`config.mk`:
```
export PLATFORM = sky130hd
export DESIGN_NAME = rv32eu_exec
export DESIGN_NICKNAME = d
export VERILOG_FILES = /design/src/rv32eu_pkg.sv /design/src/rv32eu_exec.sv
export SDC_FILE = /design/constraint.sdc
export NUM_CORES = 1
export LEC_CHECK = 0
export BUFFER_PORTS_ARGS = -buffer_cell sky130_fd_sc_hd__buf_2
export CAP_MARGIN = 20
export CELL_PAD_IN_SITES_DETAIL_PLACEMENT = 0
export CELL_PAD_IN_SITES_GLOBAL_PLACEMENT = 2
export CORE_ASPECT_RATIO = 1.5
export CORE_MARGIN = 2
export CORE_UTILIZATION = 34
export DETAILED_ROUTE_END_ITERATION = 10
export PLACE_DENSITY = 0.94
export SLEW_MARGIN = 10
export SYNTH_ARGS = -nofsm -noshare
export SYNTH_HDL_FRONTEND = slang
export SYNTH_SLANG_ARGS = --single-unit
```
`constraint.sdc`:
```
create_clock -name vclk -period 8.1
set_input_delay 0.81 -clock vclk [all_inputs]
set_output_delay 0.81 -clock vclk [all_outputs]
set_load 0.005 [all_outputs]
```
`src/rv32eu_pkg.sv`:
```
// ----------------------------------------------------------------------------
// rv32eu_pkg: shared definitions for the RV32I execute unit
// Command codes, memory geometry, channel payload types and the internal
// request and result bundles that pass between the unit's modules.
// ----------------------------------------------------------------------------
package rv32eu_pkg;

    // Data memory geometry. The memory is split into four byte-wide banks.
    localparam int unsigned MEM_BYTES = 65536;
    localparam int unsigned MEM_ROWS  = MEM_BYTES / 4;
    localparam int unsigned ROW_W     = $clog2(MEM_ROWS);
    localparam logic [32:0] MEM_LIMIT = 33'(MEM_BYTES);

    // Architectural constants.
    localparam logic [4:0]  SP_INDEX   = 5'd2;
    localparam logic [4:0]  A0_INDEX   = 5'd10;
    localparam logic [31:0] SP_RESET   = 32'(MEM_BYTES);
    localparam logic [31:0] UPPER_MASK = 32'hFFFF_F000;

    // Pre-decoded command codes.
    localparam logic [5:0] CMD_LUI   = 6'd0;
    localparam logic [5:0] CMD_AUIPC = 6'd1;
    localparam logic [5:0] CMD_ADD   = 6'd2;
    localparam logic [5:0] CMD_SUB   = 6'd3;
    localparam logic [5:0] CMD_SLL   = 6'd4;
    localparam logic [5:0] CMD_SLT   = 6'd5;
    localparam logic [5:0] CMD_SLTU  = 6'd6;
    localparam logic [5:0] CMD_XOR   = 6'd7;
    localparam logic [5:0] CMD_SRL   = 6'd8;
    localparam logic [5:0] CMD_SRA   = 6'd9;
    localparam logic [5:0] CMD_OR    = 6'd10;
    localparam logic [5:0] CMD_AND   = 6'd11;
    localparam logic [5:0] CMD_ADDI  = 6'd12;
    localparam logic [5:0] CMD_SLTI  = 6'd13;
    localparam logic [5:0] CMD_SLTIU = 6'd14;
    localparam logic [5:0] CMD_XORI  = 6'd15;
    localparam logic [5:0] CMD_ORI   = 6'd16;
    localparam logic [5:0] CMD_ANDI  = 6'd17;
    localparam logic [5:0] CMD_SLLI  = 6'd18;
    localparam logic [5:0] CMD_SRLI  = 6'd19;
    localparam logic [5:0] CMD_SRAI  = 6'd20;
    localparam logic [5:0] CMD_LB    = 6'd21;
    localparam logic [5:0] CMD_LH    = 6'd22;
    localparam logic [5:0] CMD_LW    = 6'd23;
    localparam logic [5:0] CMD_LBU   = 6'd24;
    localparam logic [5:0] CMD_LHU   = 6'd25;
    localparam logic [5:0] CMD_SB    = 6'd26;
    localparam logic [5:0] CMD_SH    = 6'd27;
    localparam logic [5:0] CMD_SW    = 6'd28;
    localparam logic [5:0] CMD_JAL   = 6'd29;
    localparam logic [5:0] CMD_JALR  = 6'd30;
    localparam logic [5:0] CMD_BEQ   = 6'd31;
    localparam logic [5:0] CMD_BNE   = 6'd32;
    localparam logic [5:0] CMD_BLT   = 6'd33;
    localparam logic [5:0] CMD_BGE   = 6'd34;
    localparam logic [5:0] CMD_BLTU  = 6'd35;
    localparam logic [5:0] CMD_BGEU  = 6'd36;

    // Input item.
    typedef struct packed {
        logic [5:0]         cmd;
        logic [4:0]         dest_reg;
        logic [4:0]         src1_reg;
        logic [4:0]         src2_reg;
        logic signed [31:0] immediate;
    } req_t;

    // Result item.
    typedef struct packed {
        logic [31:0] next_pc;
        logic        reg_written;
        logic [4:0]  written_index;
        logic [31:0] written_value;
        logic        mem_fault;
        logic [15:0] return_code;
    } rsp_t;

    // One access to the four data memory banks.
    typedef struct packed {
        logic                       rd_en;
        logic [3:0]                 wr_en;
        logic [3:0][ROW_W-1:0]      row;
        logic [3:0][7:0]            wdata;
    } dmem_req_t;

    // Outcome of the execute stage.
    typedef struct packed {
        logic        wr;
        logic [31:0] val;
        logic [31:0] npc;
        logic        is_load;
        logic        is_store;
        logic        fault;
        logic [31:0] addr;
        logic [2:0]  size;
    } ex_res_t;

endpackage

```
`src/rv32eu_exec.sv`:
```
// ----------------------------------------------------------------------------
// rv32eu_exec: execute stage datapath
// Computes the ALU result, upper immediates, link values, the effective
// address with its range check, branch decisions and the next PC.
// ----------------------------------------------------------------------------
module rv32eu_exec (
    input  logic [5:0]          cmd,
    input  logic [31:0]         imm,
    input  logic [31:0]         pc,
    input  logic [31:0]         a,
    input  logic [31:0]         b,
    output rv32eu_pkg::ex_res_t res
);

    typedef enum logic [3:0] {
        ALU_ADD,
        ALU_SUB,
        ALU_SLL,
        ALU_SLT,
        ALU_SLTU,
        ALU_XOR,
        ALU_SRL,
        ALU_SRA,
        ALU_OR,
        ALU_AND
    } alu_op_t;

    // Register and immediate forms share one ALU operation.
    function automatic alu_op_t op_of(input logic [5:0] c);
        case (c)
            rv32eu_pkg::CMD_SUB:   op_of = ALU_SUB;
            rv32eu_pkg::CMD_SLL,
            rv32eu_pkg::CMD_SLLI:  op_of = ALU_SLL;
            rv32eu_pkg::CMD_SLT,
            rv32eu_pkg::CMD_SLTI:  op_of = ALU_SLT;
            rv32eu_pkg::CMD_SLTU,
            rv32eu_pkg::CMD_SLTIU: op_of = ALU_SLTU;
            rv32eu_pkg::CMD_XOR,
            rv32eu_pkg::CMD_XORI:  op_of = ALU_XOR;
            rv32eu_pkg::CMD_SRL,
            rv32eu_pkg::CMD_SRLI:  op_of = ALU_SRL;
            rv32eu_pkg::CMD_SRA,
            rv32eu_pkg::CMD_SRAI:  op_of = ALU_SRA;
            rv32eu_pkg::CMD_OR,
            rv32eu_pkg::CMD_ORI:   op_of = ALU_OR;
            rv32eu_pkg::CMD_AND,
            rv32eu_pkg::CMD_ANDI:  op_of = ALU_AND;
            default:               op_of = ALU_ADD;
        endcase
    endfunction

    logic [31:0] pc_plus4;
    logic [31:0] upper;
    logic [31:0] addr;
    logic [31:0] alu_b;
    logic [31:0] alu_y;
    logic [4:0]  shamt;
    logic [32:0] end_addr;
    logic        eq;
    logic        lt_s;
    logic        lt_u;
    logic        take;
    logic        is_mem;

    always_comb
    begin
        pc_plus4 = pc + 32'd4;
        upper    = imm & rv32eu_pkg::UPPER_MASK;
        addr     = a + imm;
        alu_b    = (cmd inside {[rv32eu_pkg::CMD_ADD:rv32eu_pkg::CMD_AND]}) ? b : imm;
        shamt    = alu_b[4:0];
        eq       = (a == b);
        lt_s     = ($signed(a) < $signed(b));
        lt_u     = (a < b);

        case (op_of(cmd))
            ALU_ADD:  alu_y = a + alu_b;
            ALU_SUB:  alu_y = a - alu_b;
            ALU_SLL:  alu_y = a << shamt;
            ALU_SLT:  alu_y = {31'b0, $signed(a) < $signed(alu_b)};
            ALU_SLTU: alu_y = {31'b0, a < alu_b};
            ALU_XOR:  alu_y = a ^ alu_b;
            ALU_SRL:  alu_y = a >> shamt;
            ALU_SRA:  alu_y = $unsigned($signed(a) >>> shamt);
            ALU_OR:   alu_y = a | alu_b;
            ALU_AND:  alu_y = a & alu_b;
            default:  alu_y = a + alu_b;
        endcase

        case (cmd)
            rv32eu_pkg::CMD_BEQ:  take = eq;
            rv32eu_pkg::CMD_BNE:  take = !eq;
            rv32eu_pkg::CMD_BLT:  take = lt_s;
            rv32eu_pkg::CMD_BGE:  take = !lt_s;
            rv32eu_pkg::CMD_BLTU: take = lt_u;
            rv32eu_pkg::CMD_BGEU: take = !lt_u;
            default:              take = 1'b0;
        endcase

        res          = '0;
        res.npc      = pc_plus4;
        res.addr     = addr;
        res.is_load  = cmd inside {[rv32eu_pkg::CMD_LB:rv32eu_pkg::CMD_LHU]};
        res.is_store = cmd inside {[rv32eu_pkg::CMD_SB:rv32eu_pkg::CMD_SW]};
        is_mem       = res.is_load || res.is_store;

        if (cmd inside {rv32eu_pkg::CMD_LB, rv32eu_pkg::CMD_LBU, rv32eu_pkg::CMD_SB})
        begin
            res.size = 3'd1;
        end
        else if (cmd inside {rv32eu_pkg::CMD_LH, rv32eu_pkg::CMD_LHU, rv32eu_pkg::CMD_SH})
        begin
            res.size = 3'd2;
        end
        else
        begin
            res.size = 3'd4;
        end

        end_addr  = {1'b0, addr} + {30'b0, res.size};
        res.fault = is_mem && (end_addr > rv32eu_pkg::MEM_LIMIT);

        if (cmd == rv32eu_pkg::CMD_LUI)
        begin
            res.wr  = 1'b1;
            res.val = upper;
        end
        else if (cmd == rv32eu_pkg::CMD_AUIPC)
        begin
            res.wr  = 1'b1;
            res.val = pc + upper;
        end
        else if (cmd inside {[rv32eu_pkg::CMD_ADD:rv32eu_pkg::CMD_SRAI]})
        begin
            res.wr  = 1'b1;
            res.val = alu_y;
        end
        else if (res.is_load)
        begin
            // The loaded value itself arrives from memory one stage later.
            res.wr = !res.fault;
        end
        else if (cmd == rv32eu_pkg::CMD_JAL)
        begin
            res.wr  = 1'b1;
            res.val = pc_plus4;
            res.npc = pc + {imm[30:0], 1'b0};
        end
        else if (cmd == rv32eu_pkg::CMD_JALR)
        begin
            res.wr  = 1'b1;
            res.val = pc_plus4;
            res.npc = {addr[31:1], 1'b0};
        end
        else if (take)
        begin
            res.npc = pc + imm;
        end
    end

endmodule

```
==> run metrics <==
final wirelength=98300 um; Synth top area share=16.3%; worst hold start=pc[0]; worst-margin pin slew=around 0.98 ns; Crit path required time=7.29 ns; Synthesis Warnings=0; relative slew slack=34.6%; Post-Syn Nets=3088; CP Buf/Inv Count=6; register area share after synthesis=0%; num ports=~240; vias in the first global route=22500; clock buf count=0; Cell Count, Final, Fillers Out=approximately 3500; die area=roughly 55000 um2; synthesized area=17900 um2; fmax=roughly 0.13 GHz; Worst Path Arrival=6.84 ns; max-slew violations=0; Max Cap Violations=0; Hold-fix buffers, CTS=0; initial core utilization=between 30 and 40%; CP Cell Sequence=buf_2, ha_1, nor2b_1, o211ai_4, buf_4, o21ai_0, inv_1, ha_1, nand2b_1, a21oi_1, o31ai_1, o311a_1, o31ai_1, buf_4, a221oi_1, o31ai_1, buf_4, a211oi_1, o21ai_0, a21oi_1, a2111oi_0, o21ai_1, buf_2; fin worst setup slack=between 0.4 and 0.5 ns; Tcrit/Tclk final=94.5%; 1st-iter DRT viols=2133; initial antenna violation count=2; Final ANT Viol Nets=0; CTS resizes=0; Hold EP=res[38]; Reg area=0 um2; HP Class=in2out; commonest non-fill, non-tap cell in the layout=nand2_1; Top delay family on crit path=compound AO/OA/AOI/OAI gates; routed len/inst=27.8 um; Pre-Repair DR Iteration Count=6; largest stage delay on the critical path=about 0.61 ns; Yosys top cell by area=ha_1; post-route minimum period=between 7 and 8 ns; Post-Place Cells=3534; met1 Use GR=40.3%; Die Span Y=285 um; Worst setup EP type=output port; FFs & Latches=0; postcts setup bufs=0; die width=191 um; Vias/cell=between 6 and 7; M2 GR Usage=62.2%; crit start category=input port; Setup Total Neg Slack=0 ns; met3 usage=2.94%; cells after synthesis=2714; unique cell type count in the Yosys netlist=between 100 and 150; RSZ-0062 raised after global routing=no; Setup WS pre-CTS=0.577 ns; Remaining DRCs=0; status=finished clean; row count=103; most frequent cells in the layout=290 x nand2_1, 278 x a21oi_1, 237 x buf_2; Nets=3228; Area Overhead vs Synth=10.9%; Setup-failing EPs final=0; total gr overflow=0; first-pass GRT wire length=144000 um; final hold vios=0; Total Routing Usage GR=34.7%; Avg Inst Size Synth=6.60 um2; vias post-DR=22600; HPWL after DPL=80500 um; Filler Cells Inserted=5859; Max FO, Critical Path=17; Cells on Worst Hold Path=4; port bufs=237; Finished Core Util=37.9%; area of the multi-input gates=roughly 17000 um2; crit path kind=in2out; layout cells sized above 1=13.2%; largest net degree at the start of global routing=57; RePlAce Congestion=1.00; Area contributors post-synth=ha_1 16%, a21oi_1 7.8%, mux2i_1 6.2%, nand2_1 6.1%, xnor2_1 5.9%; Most Crowded Layer GR=met2; Core ar.=52300 um2; CP max stage cell=a21oi_1
[worst max path at each step]
stage | startpoint | end | slack, ns | cells past startpoint
after global placement | cmd[1] | res[70] | 0.76 | 23
after global routing | cmd[1] | res[70] | 0.21 | 23
after detailed placement | cmd[1] | res[70] | 0.58 | 23
final | cmd[1] | res[70] | 0.45 | 23
after CTS | cmd[1] | res[70] | 0.56 | 23
after floorplan | cmd[2] | res[70] | 1.02 | 21
[through the flow]
stage / hold slack (ns) / area (um2)
after floorplan: 1.71 / 17900
after global placement: 2.01 / 19800
after detailed placement: 2.01 / 19800
after CTS: 2.01 / 19800
after global routing: 2.03 / 19800
final: 2.01 / 19800
[routing by layer]
| metal | routed length, um | share of wire [%] |
|---|---|---|
| met1 | 37300 | 38 |
| met2 | 49000 | 50 |
| met3 | 5660 | 5.8 |
| met4 | 6360 | 6.5 |
| met5 | 0 | 0 |
[Yosys cell counts (all sizes together) (13+ instances only)]
cell,number
a211oi,44
nor3,63
o2111ai,13
a31oi,25
or3,13
clkbuf,129
and3,28
a21oi,278
a211o,13
o21a,25
a221oi,24
a22oi,14
buf,32
mux4,18
nand2,291
o211ai,57
nor4,22
nand3,74
ha,233
o221ai,17
o21bai,36
inv,168
nand4,27
o21ai,219
xnor2,123
mux2i,112
o31ai,22
a221o,15
nand2b,21
a21o,60
nor2,217
o22ai,39
and2,23
nor2b,21
xor2,51
[kinds of logic after synthesis]
group / share of synthesized area (%)
AOI/OAI and AO/OA: 35.7
muxes: 9.18
adders and majority gates: 17.1
buffers and inverters: 7.19
and+or+nand+nor: 22.2
xor gates and xnor gates: 8.64
[final cells by class]
| cell class | count | area share, % |
|---|---|---|
| multi-input cells | 2383 | 84.1 |
| inverters | 170 | 3.23 |
| repair buffers | 299 | 8.32 |
| diodes | 2 | 0.0252 |
| well taps | 682 | 4.30 |
